<file path="src/rtl/rtmc_pkg.sv">
// ----------------------------------------------------------------------------
// rtmc_pkg
// Shared constants and types for the radar track multirotor classifier.
// ----------------------------------------------------------------------------
package rtmc_pkg;

  localparam int unsigned CordicItersDef = 16;
  localparam int unsigned AtanDepth      = 24;

  // register indexes of the configuration port
  typedef enum logic [2:0] {
    CFG_REBUILD_GAP  = 3'd0,
    CFG_LOST_TIMEOUT = 3'd1,
    CFG_CONFIRM_HITS = 3'd2,
    CFG_MIN_SPEED    = 3'd3,
    CFG_MAX_SPEED    = 3'd4,
    CFG_MIN_AGE      = 3'd5,
    CFG_HOVER_VAR    = 3'd6,
    CFG_HEAD_LIMIT   = 3'd7
  } cfg_idx_e;

  // atan(2^-i) in 2^-16 degree
  localparam logic signed [25:0] AtanTab [AtanDepth] = '{
    26'sd2949120, 26'sd1740967, 26'sd919879, 26'sd466945, 26'sd234379,
    26'sd117304,  26'sd58666,   26'sd29335,  26'sd14668,  26'sd7334,
    26'sd3667,    26'sd1833,    26'sd917,    26'sd458,    26'sd229,
    26'sd115,     26'sd57,      26'sd29,     26'sd14,     26'sd7,
    26'sd4,       26'sd2,       26'sd1,      26'sd0
  };

endpackage

</file>
<file path="src/rtl/radar_track_multirotor_classifier.sv">
// Sequence: a refresh word or a word that opens a new track goes from acceptance to S_FIN,
// which loads the output register when it is free; a full update runs two 27-step velocity
// divisions, 19-step square root, 27-step variance division, CORDIC_ITERS = 16 CORDIC steps,
// 27-step heading rate division; dt outside 1..999 ms skips the velocity and rate divisions.
// Throughput: one word at a time; input ready again the cycle after the result is loaded.
// Reset: asynchronous, active low; clears the track state and loads register defaults.
// ----------------------------------------------------------------------------
// radar_track_multirotor_classifier
// Single-target radar track with speed, variance, heading rate and a
// multirotor likeness score.
// ----------------------------------------------------------------------------
module radar_track_multirotor_classifier
  import rtmc_pkg::*;
#(
  parameter int unsigned CORDIC_ITERS = CordicItersDef
) (
  input  logic         clk_i,
  input  logic         rst_ni,
  input  logic         cfg_we_i,
  input  logic [2:0]   cfg_idx_i,
  input  logic [31:0]  cfg_wdata_i,
  input  logic         s_axis_tvalid,
  output logic         s_axis_tready,
  // pos_x[15:0], pos_y[31:16], now_ms[63:32]
  input  logic [63:0]  s_axis_tdata,
  // kind[0]
  input  logic         s_axis_tuser,
  output logic         m_axis_tvalid,
  input  logic         m_axis_tready,
  // track_number[15:0], active[16], confirmed[17], track_x[33:18],
  // track_y[49:34], vel_x[68:50], vel_y[87:69], hits[103:88], losses[119:104],
  // age_ms[151:120], score[158:152], multirotor_like[159]
  output logic [159:0] m_axis_tdata
);

  localparam logic [4:0] CordLast = 5'(CORDIC_ITERS - 1);
  localparam logic [4:0] DivLast  = 5'd26;
  localparam logic [4:0] SqrtLast = 5'd18;

  typedef enum logic [11:0] {
    S_IDLE  = 12'b0000_0000_0001,
    S_VX    = 12'b0000_0000_0010,
    S_VY    = 12'b0000_0000_0100,
    S_SQA   = 12'b0000_0000_1000,
    S_SQB   = 12'b0000_0001_0000,
    S_SQRT  = 12'b0000_0010_0000,
    S_VPREP = 12'b0000_0100_0000,
    S_VAR   = 12'b0000_1000_0000,
    S_CORD  = 12'b0001_0000_0000,
    S_HEAD  = 12'b0010_0000_0000,
    S_RATE  = 12'b0100_0000_0000,
    S_FIN   = 12'b1000_0000_0000
  } state_e;

  state_e state_q, state_d;

  // configuration
  logic [15:0] r_gap_q, r_lost_q;
  logic [7:0]  r_confirm_q;
  logic [17:0] r_minspd_q, r_maxspd_q;
  logic [31:0] r_minage_q;
  logic [21:0] r_hover_q, r_hlimit_q;

  // track state
  logic [15:0] next_num_q, next_num_d, trk_num_q, trk_num_d;
  logic [15:0] hits_q, hits_d, losses_q, losses_d;
  logic        act_q, act_d, conf_q, conf_d, mr_q, mr_d;
  logic signed [15:0] trk_x_q, trk_x_d, trk_y_q, trk_y_d;
  logic signed [15:0] meas_x_q, meas_x_d, meas_y_q, meas_y_d;
  logic signed [18:0] vx_q, vx_d, vy_q, vy_d;
  logic [31:0] first_q, first_d, last_seen_q, last_seen_d, last_meas_q, last_meas_d;
  logic [31:0] age_q, age_d;
  logic [21:0] svar_q, svar_d, hrate_q, hrate_d;
  logic [18:0] prev_spd_q, prev_spd_d;
  logic signed [12:0] prev_hdg_q, prev_hdg_d;
  logic [6:0]  score_q, score_d;

  // work registers
  logic [4:0]  cnt_q, cnt_d;
  logic [26:0] dnum_q, dnum_d;
  logic [9:0]  drem_q, drem_d, dden_q, dden_d;
  logic        neg_q, neg_d, dt_ok_q, dt_ok_d, sqgt1_q, sqgt1_d;
  logic [9:0]  dt_q, dt_d;
  logic signed [16:0] dy_q, dy_d;
  logic [31:0] now_q, now_d;
  logic [37:0] sq_q, sq_d;
  logic [20:0] srem_q, srem_d;
  logic [18:0] sroot_q, sroot_d, spd_q, spd_d;
  logic signed [31:0] cx_q, cx_d, cy_q, cy_d;
  logic signed [25:0] cz_q, cz_d;

  // output register
  logic         ovalid_q, ovalid_d;
  logic [159:0] odata_q, odata_d;

  // magnitude of d*1000 plus half of dt
  function automatic logic [26:0] vel_num(logic signed [16:0] d, logic [9:0] dt);
    logic [16:0] a;
    a = d[16] ? 17'(-d) : 17'(d);
    return 27'(a) * 27'd1000 + {18'b0, dt[9:1]};
  endfunction

  function automatic logic signed [18:0] vel_sat(logic [26:0] q, logic neg);
    logic signed [18:0] r;
    if (!neg) begin
      r = (q > 27'd262143) ? 19'sh3FFFF : $signed(q[18:0]);
    end else begin
      r = (q > 27'd262144) ? 19'sh40000 : $signed(19'(-q[18:0]));
    end
    return r;
  endfunction

  // shared divider step
  logic [10:0] d_sh;
  logic        d_ge;
  logic [9:0]  d_rem_n;
  logic [26:0] d_num_n;
  always_comb begin
    d_sh    = {drem_q, dnum_q[26]};
    d_ge    = d_sh >= {1'b0, dden_q};
    d_rem_n = d_ge ? 10'(d_sh - {1'b0, dden_q}) : d_sh[9:0];
    d_num_n = {dnum_q[25:0], d_ge};
  end

  // square root step, two bits a cycle
  logic [22:0] s_sh;
  logic [22:0] s_trial;
  logic        s_ge;
  logic [20:0] s_rem_n;
  logic [18:0] s_root_n;
  always_comb begin
    s_sh     = {srem_q, sq_q[37:36]};
    s_trial  = {2'b0, sroot_q, 2'b01};
    s_ge     = s_sh >= s_trial;
    s_rem_n  = s_ge ? 21'(s_sh - s_trial) : s_sh[20:0];
    s_root_n = {sroot_q[17:0], s_ge};
  end

  // squarer
  logic signed [18:0] mul_a;
  logic signed [37:0] prod;
  assign mul_a = (state_q == S_SQA) ? vx_q : vy_q;
  assign prod  = mul_a * mul_a;

  // CORDIC step
  logic signed [31:0] c_xs, c_ys;
  logic signed [25:0] c_ang;
  assign c_xs  = cx_q >>> cnt_q;
  assign c_ys  = cy_q >>> cnt_q;
  assign c_ang = AtanTab[cnt_q];

  logic s_fire, m_fire;
  assign s_fire = s_axis_tvalid && s_axis_tready;
  assign m_fire = ovalid_q && m_axis_tready;
  assign s_axis_tready = (state_q == S_IDLE);
  assign m_axis_tvalid = ovalid_q;
  assign m_axis_tdata  = odata_q;

  logic signed [15:0] in_x, in_y;
  logic [31:0] in_now, gap, dt32, age_n;
  logic signed [16:0] in_dx;
  logic [37:0] sq_sum;
  logic [18:0] delta;
  logic [26:0] vq;
  logic signed [25:0] zr;
  logic signed [12:0] hdg_n;
  logic signed [13:0] hdiff;
  logic [12:0] had;
  logic [11:0] hd;

  always_comb begin
    state_d = state_q;
    next_num_d = next_num_q; trk_num_d = trk_num_q;
    hits_d = hits_q; losses_d = losses_q;
    act_d = act_q; conf_d = conf_q; mr_d = mr_q;
    trk_x_d = trk_x_q; trk_y_d = trk_y_q;
    meas_x_d = meas_x_q; meas_y_d = meas_y_q;
    vx_d = vx_q; vy_d = vy_q;
    first_d = first_q; last_seen_d = last_seen_q; last_meas_d = last_meas_q;
    age_d = age_q; svar_d = svar_q; hrate_d = hrate_q;
    prev_spd_d = prev_spd_q; prev_hdg_d = prev_hdg_q; score_d = score_q;
    cnt_d = cnt_q; dnum_d = dnum_q; drem_d = drem_q; dden_d = dden_q;
    neg_d = neg_q; dt_ok_d = dt_ok_q; sqgt1_d = sqgt1_q; dt_d = dt_q;
    dy_d = dy_q; now_d = now_q; sq_d = sq_q; srem_d = srem_q; sroot_d = sroot_q;
    spd_d = spd_q; cx_d = cx_q; cy_d = cy_q; cz_d = cz_q;
    ovalid_d = ovalid_q && !m_axis_tready;
    odata_d = odata_q;

    in_x   = $signed(s_axis_tdata[15:0]);
    in_y   = $signed(s_axis_tdata[31:16]);
    in_now = s_axis_tdata[63:32];
    gap    = in_now - last_seen_q;
    dt32   = in_now - last_meas_q;
    in_dx  = 17'(in_x) - 17'(meas_x_q);
    sq_sum = sq_q + 38'(prod);
    delta  = (spd_q > prev_spd_q) ? spd_q - prev_spd_q : prev_spd_q - spd_q;
    vq     = d_num_n;
    zr     = (cz_q + 26'sd2048) >>> 12;
    if (!sqgt1_q) begin
      hdg_n = prev_hdg_q;
    end else if (zr > 26'sd2880) begin
      hdg_n = 13'sd2880;
    end else if (zr < -26'sd2880) begin
      hdg_n = -13'sd2880;
    end else begin
      hdg_n = zr[12:0];
    end
    hdiff = 14'(hdg_n) - 14'(prev_hdg_q);
    had   = hdiff[13] ? 13'(-hdiff) : 13'(hdiff);
    hd    = (had > 13'd2880) ? 12'(13'd5760 - had) : had[11:0];
    age_n = (now_q >= first_q) ? now_q - first_q : 32'd0;

    unique case (state_q)
      S_IDLE: begin
        if (s_fire) begin
          now_d = in_now;
          if (!s_axis_tuser) begin
            if (!act_q || gap > {16'b0, r_gap_q}) begin
              trk_num_d = next_num_q;
              next_num_d = next_num_q + 16'd1;
              act_d = 1'b1; conf_d = 1'b0; mr_d = 1'b0;
              vx_d = '0; vy_d = '0;
              hits_d = 16'd1; losses_d = '0;
              first_d = in_now; last_seen_d = in_now;
              score_d = '0; age_d = '0; svar_d = '0; hrate_d = '0;
              prev_spd_d = '0; prev_hdg_d = '0;
              state_d = S_FIN;
            end else begin
              dt_ok_d = (dt32 != 32'd0) && (dt32 < 32'd1000);
              dt_d = dt32[9:0];
              dy_d = 17'(in_y) - 17'(meas_y_q);
              last_seen_d = in_now;
              losses_d = '0;
              hits_d = (hits_q == 16'hFFFF) ? hits_q : hits_q + 16'd1;
              conf_d = hits_d >= {8'b0, r_confirm_q};
              if ((dt32 != 32'd0) && (dt32 < 32'd1000)) begin
                dnum_d = vel_num(in_dx, dt32[9:0]);
                dden_d = dt32[9:0];
                drem_d = '0;
                neg_d  = in_dx[16];
                cnt_d  = '0;
                state_d = S_VX;
              end else begin
                vx_d = '0; vy_d = '0;
                state_d = S_SQA;
              end
            end
            trk_x_d = in_x; trk_y_d = in_y;
            meas_x_d = in_x; meas_y_d = in_y; last_meas_d = in_now;
          end else begin
            if (act_q && gap > {16'b0, r_lost_q}) begin
              act_d = 1'b0; conf_d = 1'b0;
              losses_d = (losses_q == 16'hFFFF) ? losses_q : losses_q + 16'd1;
              vx_d = '0; vy_d = '0; mr_d = 1'b0; score_d = '0;
            end
            state_d = S_FIN;
          end
        end
      end
      S_VX, S_VY, S_VAR, S_RATE: begin
        dnum_d = d_num_n;
        drem_d = d_rem_n;
        cnt_d  = cnt_q + 5'd1;
        if (cnt_q == DivLast) begin
          cnt_d  = '0;
          drem_d = '0;
          if (state_q == S_VX) begin
            vx_d   = vel_sat(vq, neg_q);
            dnum_d = vel_num(dy_q, dt_q);
            neg_d  = dy_q[16];
            state_d = S_VY;
          end else if (state_q == S_VY) begin
            vy_d = vel_sat(vq, neg_q);
            state_d = S_SQA;
          end else if (state_q == S_VAR) begin
            svar_d = (vq > 27'd4194303) ? 22'h3FFFFF : vq[21:0];
            if (sqgt1_q) begin
              // pre-rotate into the right half plane
              if (vy_q < 0) begin
                if (vx_q >= 0) begin
                  cx_d = 32'(vx_q) <<< 8;
                  cy_d = -(32'(vy_q) <<< 8);
                  cz_d = 26'sd5898240;
                end else begin
                  cx_d = -(32'(vx_q) <<< 8);
                  cy_d = 32'(vy_q) <<< 8;
                  cz_d = -26'sd5898240;
                end
              end else begin
                cx_d = 32'(vy_q) <<< 8;
                cy_d = 32'(vx_q) <<< 8;
                cz_d = '0;
              end
              state_d = S_CORD;
            end else begin
              state_d = S_HEAD;
            end
          end else begin
            hrate_d = vq[21:0];
            state_d = S_FIN;
          end
        end
      end
      S_SQA: begin
        sq_d = 38'(prod);
        state_d = S_SQB;
      end
      S_SQB: begin
        sq_d    = sq_sum;
        sqgt1_d = sq_sum > 38'd1;
        srem_d  = '0;
        sroot_d = '0;
        cnt_d   = '0;
        state_d = S_SQRT;
      end
      S_SQRT: begin
        sq_d    = {sq_q[35:0], 2'b00};
        srem_d  = s_rem_n;
        sroot_d = s_root_n;
        cnt_d   = cnt_q + 5'd1;
        if (cnt_q == SqrtLast) begin
          // round to nearest: remainder above root means past the half
          spd_d = s_root_n + 19'(s_rem_n > {2'b0, s_root_n});
          cnt_d = '0;
          state_d = S_VPREP;
        end
      end
      S_VPREP: begin
        dnum_d = {3'b0, svar_q, 2'b00} + {4'b0, delta, 4'b0000} + 27'd2;
        dden_d = 10'd5;
        drem_d = '0;
        cnt_d  = '0;
        state_d = S_VAR;
      end
      S_CORD: begin
        if (cy_q >= 0) begin
          cx_d = cx_q + c_ys; cy_d = cy_q - c_xs; cz_d = cz_q + c_ang;
        end else begin
          cx_d = cx_q - c_ys; cy_d = cy_q + c_xs; cz_d = cz_q - c_ang;
        end
        cnt_d = cnt_q + 5'd1;
        if (cnt_q == CordLast) begin
          cnt_d = '0;
          state_d = S_HEAD;
        end
      end
      S_HEAD: begin
        // features that do not wait on the heading rate
        prev_spd_d = spd_q;
        prev_hdg_d = hdg_n;
        age_d = age_n;
        if (dt_ok_q) begin
          dnum_d = 27'(hd) * 27'd1000 + {18'b0, dt_q[9:1]};
          dden_d = dt_q;
          drem_d = '0;
          cnt_d  = '0;
          state_d = S_RATE;
        end else begin
          state_d = S_FIN;
        end
      end
      S_FIN: begin
        if (!ovalid_q || m_axis_tready) begin
          ovalid_d = 1'b1;
          odata_d = {mr_q, score_q, (act_q ? age_q : 32'd0), losses_q, hits_q,
                     vy_q, vx_q, trk_y_q, trk_x_q, conf_q, act_q, trk_num_q};
          state_d = S_IDLE;
        end
      end
      default: state_d = S_IDLE;
    endcase
  end

  // score for an update, taken on the way into the output register
  logic [6:0]  sc_val;
  logic        sc_mr;
  logic signed [7:0] sc_raw;
  always_comb begin
    sc_raw = 8'sd0;
    if (prev_spd_q >= {1'b0, r_minspd_q} && prev_spd_q <= {1'b0, r_maxspd_q}) begin
      sc_raw = sc_raw + 8'sd35;
    end
    if (age_q >= r_minage_q) sc_raw = sc_raw + 8'sd30;
    if (svar_q <= r_hover_q) sc_raw = sc_raw + 8'sd20;
    if (hrate_q <= r_hlimit_q) begin
      sc_raw = sc_raw + 8'sd15;
    end else begin
      sc_raw = sc_raw - 8'sd15;
    end
    sc_val = (sc_raw < 0) ? 7'd0 : sc_raw[6:0];
    sc_mr  = (age_q >= r_minage_q) && (sc_val >= 7'd65);
  end

  // an update marks itself with upd_q so the score lands once, in S_FIN
  logic upd_q, upd_d;
  always_comb begin
    upd_d = upd_q;
    if (state_q == S_HEAD) upd_d = 1'b1;
    if (state_q == S_FIN) upd_d = 1'b0;
  end

  logic [6:0] score_f;
  logic       mr_f;
  assign score_f = upd_q ? sc_val : score_d;
  assign mr_f    = upd_q ? sc_mr : mr_d;

  always_ff @(posedge clk_i or negedge rst_ni) begin
    if (!rst_ni) begin
      state_q <= S_IDLE;
      r_gap_q <= 16'd1000; r_lost_q <= 16'd1500; r_confirm_q <= 8'd3;
      r_minspd_q <= '0; r_maxspd_q <= 18'd5000; r_minage_q <= 32'd2000;
      r_hover_q <= 22'd3200; r_hlimit_q <= 22'd1440;
      next_num_q <= 16'd1; trk_num_q <= '0; hits_q <= '0; losses_q <= '0;
      act_q <= 1'b0; conf_q <= 1'b0; mr_q <= 1'b0;
      trk_x_q <= '0; trk_y_q <= '0; meas_x_q <= '0; meas_y_q <= '0;
      vx_q <= '0; vy_q <= '0;
      first_q <= '0; last_seen_q <= '0; last_meas_q <= '0; age_q <= '0;
      svar_q <= '0; hrate_q <= '0; prev_spd_q <= '0; prev_hdg_q <= '0;
      score_q <= '0; upd_q <= 1'b0; ovalid_q <= 1'b0;
    end else begin
      state_q <= state_d;
      if (cfg_we_i) begin
        unique case (cfg_idx_e'(cfg_idx_i))
          CFG_REBUILD_GAP:  r_gap_q     <= cfg_wdata_i[15:0];
          CFG_LOST_TIMEOUT: r_lost_q    <= cfg_wdata_i[15:0];
          CFG_CONFIRM_HITS: r_confirm_q <= cfg_wdata_i[7:0];
          CFG_MIN_SPEED:    r_minspd_q  <= cfg_wdata_i[17:0];
          CFG_MAX_SPEED:    r_maxspd_q  <= cfg_wdata_i[17:0];
          CFG_MIN_AGE:      r_minage_q  <= cfg_wdata_i;
          CFG_HOVER_VAR:    r_hover_q   <= cfg_wdata_i[21:0];
          CFG_HEAD_LIMIT:   r_hlimit_q  <= cfg_wdata_i[21:0];
          default: ;
        endcase
      end
      next_num_q <= next_num_d; trk_num_q <= trk_num_d;
      hits_q <= hits_d; losses_q <= losses_d;
      act_q <= act_d; conf_q <= conf_d;
      trk_x_q <= trk_x_d; trk_y_q <= trk_y_d;
      meas_x_q <= meas_x_d; meas_y_q <= meas_y_d;
      vx_q <= vx_d; vy_q <= vy_d;
      first_q <= first_d; last_seen_q <= last_seen_d; last_meas_q <= last_meas_d;
      age_q <= age_d; svar_q <= svar_d; hrate_q <= hrate_d;
      prev_spd_q <= prev_spd_d; prev_hdg_q <= prev_hdg_d;
      upd_q <= upd_d;
      ovalid_q <= ovalid_d;
      if (state_q == S_FIN && upd_q) begin
        score_q <= score_f;
        mr_q    <= mr_f;
      end else begin
        score_q <= score_d;
        mr_q    <= mr_d;
      end
    end
  end

  // output word picks up the fresh score on an update, only when it is loaded
  logic [159:0] odata_f;
  always_comb begin
    odata_f = odata_d;
    if (state_q == S_FIN && upd_q && (!ovalid_q || m_axis_tready)) begin
      odata_f[158:152] = score_f;
      odata_f[159]     = mr_f;
    end
  end

  always_ff @(posedge clk_i) begin
    cnt_q <= cnt_d; dnum_q <= dnum_d; drem_q <= drem_d; dden_q <= dden_d;
    neg_q <= neg_d; dt_ok_q <= dt_ok_d; sqgt1_q <= sqgt1_d; dt_q <= dt_d;
    dy_q <= dy_d; now_q <= now_d; sq_q <= sq_d; srem_q <= srem_d;
    sroot_q <= sroot_d; spd_q <= spd_d;
    cx_q <= cx_d; cy_q <= cy_d; cz_q <= cz_d;
    odata_q <= odata_f;
  end

  a_fin_valid: assert property (@(posedge clk_i) disable iff (!rst_ni)
    (state_q == S_FIN && (!ovalid_q || m_axis_tready)) |=> ovalid_q)
    else $error("result lost on the way to the output register");
  a_score_max: assert property (@(posedge clk_i) disable iff (!rst_ni)
    score_q <= 7'd100)
    else $error("score above 100");
  a_lost_flags: assert property (@(posedge clk_i) disable iff (!rst_ni)
    !act_q |-> (!conf_q && !mr_q))
    else $error("inactive track still flagged");
  a_cord_cnt: assert property (@(posedge clk_i) disable iff (!rst_ni)
    (state_q == S_CORD) |-> (cnt_q < 5'(CORDIC_ITERS)))
    else $error("CORDIC step count overrun");

endmodule
</file>
<file path="config.mk">
export PLATFORM = sky130hd
export DESIGN_NAME = radar_track_multirotor_classifier
export DESIGN_NICKNAME = d
export VERILOG_FILES = /design/src/rtl/rtmc_pkg.sv /design/src/rtl/radar_track_multirotor_classifier.sv
export SDC_FILE = /design/constraint.sdc
export NUM_CORES = 2
export LEC_CHECK = 0
export ABC_AREA = 1
export ABC_CLOCK_PERIOD_IN_PS = 23600
export BUFFER_PORTS_ARGS = -buffer_cell sky130_fd_sc_hd__buf_4
export CORE_UTILIZATION = 55
export CTS_CLUSTER_SIZE = 10
export DETAILED_ROUTE_END_ITERATION = 10
export PLACE_DENSITY = 0.84
export SLEW_MARGIN = 10
export SYNTH_ARGS = -nofsm -noshare
export SYNTH_HDL_FRONTEND = slang
export SYNTH_SLANG_ARGS = --single-unit
</file>
<file path="constraint.sdc">
create_clock -name clk_i -period 23.6 [get_ports clk_i]
set_input_delay 4.72 -clock clk_i [delete_from_list [all_inputs] [get_ports clk_i]]
set_output_delay 4.72 -clock clk_i [all_outputs]
set_load 0.01 [all_outputs]
</file>
==> results.txt <==
For the worst setup path, the data required time is approximately 24000 ps. The net count of the finished layout is ~14k. The post-route clock period utilization is ~50%.

The number of antenna violations at the first check in global routing is 12. The count of input and output buffers came out at approximately 270. After synthesis, the largest family of logic cells by area is adder cells.

The highest achievable clock rate is between 80 and 90 MHz. The number of placed instances, taps included is about 14k. The number of standard cells in the final layout excluding fillers is between 10k and 15k.

The DRC violation count after routing is 0. From synthesis to final layout, the design area changed by 8.601%. The width of the chip came out at 408.9 um.

The final count of pins violating max slew came out at 0. The final wirelength came out at 280700 um. The mean post-synth cell area is about 7.6 sq um.

TritonCTS built the clock tree. The stage delay of the slowest cell on the critical path came out at 560 ps. The worst slew margin relative to its limit is 13.25%.

The setup skew after layout is 84.75 ps. The final standard cell utilization of the core came out at approximately three fifths. The async set-or-reset flop fraction in the synthesized netlist came out at between 50 and 60%. The top cell types in the final layout, fill and taps aside, are nand2_1, inv_1, nor2_1, ha_1, o21ai_0. The HPWL reported at the end of detailed placement is ~220000 um. The initial standard-cell utilization of the core is between 50% and 60%. The run finished with clean final reports. The transition time at the pin with the least slew margin is 1289 ps. The fraction of layout instances using a drive strength above 1 is roughly 5.8%. The tool flagged a number of max-cap violations equal to 0. The master of the slowest instance on the critical path is xor2_1. Once detail routing completed, the nets flagged for antenna violations numbered 0.

The most frequently used flop master after synthesis is edfxtp_1. The basic-gate share of the synthesized area counting and, or, nand and nor cells came out at 21.58%. The final hold violation count is 0.

The combined global-route utilization of all metal layers came out at 33.09%. The remaining global-route overflow is 0. The sink count of the clock tree is around 940. The die footprint is between 0.15 and 0.2 sq mm.

The H-tree was split into 3 levels. The clock period minus worst slack came out at 11730 ps. The post-placement cell area came out at 0.09518 sq mm. The number of global-route vias before repair was just over 80k. The critical path's most frequent cell is nand2_1. The data arrival time of the critical path came out at between 10000 and 15000 ps.

In this run the count of I/O pins placed on the die edge is ~270. The synthesized netlist occupies a cell area of 0.09108 sq mm. Post-CTS timing repair inserted 0 buffers for setup. The share of synthesized area spent on multiplexers is less than 1%. The maximum number of pins on one net before global-route repair is 80. The synthesized netlist devotes a little over an eighth of its cell area to compound gates. The critical path is of the in -> reg type. The cell row count came out at about 150.

The clock root buffer master is clkbuf_16. The first TritonRoute pass finished after 7 iterations. The commonest non-fill, non-tap cell in the layout is nand2_1.

The core area came out at ~0.16 sq mm. The chip height is 408.9 um. The class of the tightest hold or removal check is reg -> reg.

The post-synthesis cell type count is 84. Sequential elements use around 28% of the synthesized area. Of all nets on the critical path, the largest fanout is 13.

The adder and majority cell fraction of the synthesized area came out at approximately 22%. The final total negative setup slack is 0 ps. Synthesis produced 11.95k cells. Counting the buffers created by CTS gives between 100 and 150. The first global-routing pass estimated 441600 um of wire. Setup violations remaining at the end of the flow were counted as 0.

Of the total synthesized cell area, the portion taken by XOR and XNOR cells is 4.411%. The detailed router's first-iteration violation count came out at approximately 8.4k. The type of destination of the critical path is a flop. The clock latency on the worst-skew pair is 800 ps. In the routed layout, each cell is associated on average with a via count of between 5 and 6. The detailed-route wire length per cell came out at just under 20 um.

The net count after synthesis came out at between 10k and 15k. The worst-case clock buffer depth is 3. Setup repair after global routing left no endpoint under its margin.

After routing the design area is 0.09892 sq mm. The fill cell instance count of the final layout came out at about 14k. The number of warnings printed during yosys synthesis is 0. Post-CTS repair changed the size of 0 cells. The final RePlAce weighted congestion came out at 1.016. The synthesized design contains between 400 and 500 enable-type register cells.

Synthesis inferred 943 register bits. The number of hold buffers added after CTS came out at 0. Clock-pin slew was measured on the worst setup and hold paths at roughly 60 ps.

The routed layout has 82.88k vias. STA classifies the critical path startpoint as an input port.
cells in the mapped netlist, drive strengths merged (4+ instances only):
| library cell | n | area (sq um) |
|---|---|---|
| a211oi | 30 | 230.2 |
| a21boi | 24 | 180.2 |
| a21o | 34 | 255.2 |
| a21oi | 764 | 3850 |
| a221oi | 10 | 87.58 |
| a22o | 4 | 35.03 |
| a22oi | 11 | 87.58 |
| a31oi | 49 | 306.5 |
| a32o | 4 | 40.04 |
| and2 | 11 | 68.82 |
| and3 | 4 | 25.02 |
| buf | 104 | 639.4 |
| clkbuf | 186 | 700.7 |
| clkinv | 8 | 30.03 |
| dfrtp | 447 | 11190 |
| dfstp | 35 | 919.6 |
| edfxtp | 461 | 13840 |
| fa | 505 | 10110 |
| ha | 814 | 10180 |
| inv | 2040 | 7657 |
| mux2i | 25 | 250.2 |
| nand2 | 2726 | 10290 |
| nand3 | 485 | 2485 |
| nand3b | 25 | 187.7 |
| nand4 | 139 | 899.6 |
| nor2 | 1054 | 4069 |
| nor3 | 179 | 920.9 |
| nor3b | 11 | 87.58 |
| nor4 | 42 | 262.8 |
| nor4b | 4 | 35.03 |
| o2111ai | 14 | 128.9 |
| o211ai | 80 | 605.6 |
| o21a | 34 | 255.2 |
| o21ai | 932 | 4691 |
| o21bai | 39 | 292.8 |
| o221ai | 36 | 315.3 |
| o22ai | 23 | 143.9 |
| o31ai | 19 | 147.6 |
| or2 | 46 | 287.8 |
| xnor2 | 122 | 1069 |
| xor2 | 335 | 2949 |
final cells by class:
type                       instances  area [sq um]  area share, %
clock buffer                     192          3342          3.379
multi-input combinational       8664         56190          56.80
sequential                       943         25950          26.23
tap                             2175          2721          2.751
timing repair buffer             349          2628          2.656
inverter                        2048          7687          7.772
clock inverter                    26         376.6         0.3807
antenna                            9         22.52        0.02277
critical path: cells and delay by family:
kind / cells / cell delay (ps)
xor+xnor: 2 / 850
buf+inv: 7 / 930
compound gates: 1 / 240
fa+ha+maj: 7 / 2910
simple gates: 21 / 2560
logic make-up (layout without fill, tap and decap cells):
| family | Yosys count | count (layout) |
|---|---|---|
| compound gates | 2132 | 2132 |
| xor+xnor | 457 | 457 |
| buf+inv | 2338 | 2615 |
| simple gates | 4731 | 4731 |
| fa+ha+maj | 1319 | 1319 |
| flops | 943 | 943 |
| other cells | 0 | 9 |
| mux | 25 | 25 |
sequential cells by signal (all words and copies together) (netlist names), 32 cells and up:
name	cells
m_axis_tdata	160
last_meas_q	32
r_minage_q	32
age_q	32
now_q	32
sq_q	38
cy_q	32
first_q	32
cx_q	32
layer usage:
metal | up-vias | GRT usage, % | share of wire (%)
met5 | - | 0 | 0.015
met4 | 6 | 11.51 | 3.5
met3 | 604 | 5.588 | 8.6
met2 | 3571 | 52.66 | 45
met1 | 39540 | 45.47 | 43
li1 | 39160 | - | -
worst paths after layout:
path / startpoint / end / slack [ps] / depth (start not counted)
hold reg to reg: meas_y_q[5]$_DFFE_PN0P_ / m_axis_tdata[39]$_DFFE_PP_ / 430 / 0
max in group asynchronous: rst_ni / prev_spd_q[8]$_DFFE_PN0P_ / 16750 / 4
hold / removal: meas_y_q[5]$_DFFE_PN0P_ / m_axis_tdata[39]$_DFFE_PP_ / 430 / 0
setup reg to reg: state_q[6]$_DFFE_PN0P_ / sqgt1_q$_DFFE_PP_ / 12020 / 53
setup / recovery: s_axis_tdata[0] / dnum_q[25]$_DFFE_PP_ / 11870 / 38
min in group asynchronous: rst_ni / losses_q[3]$_DFFE_PN0P_ / 3880 / 1
metrics by stage:
step                      hold slack, ps  setup slack [ps]
after floorplan                    419.6              6925
after global placement             429.6             11220
after detailed placement           434.5             11070
after CTS                          408.4             11850
after global routing               427.0             11050
final                              427.6             11870
Power is not shown: default switching activity piles up to over one toggle a cycle in this logic, so the estimate is an artifact.
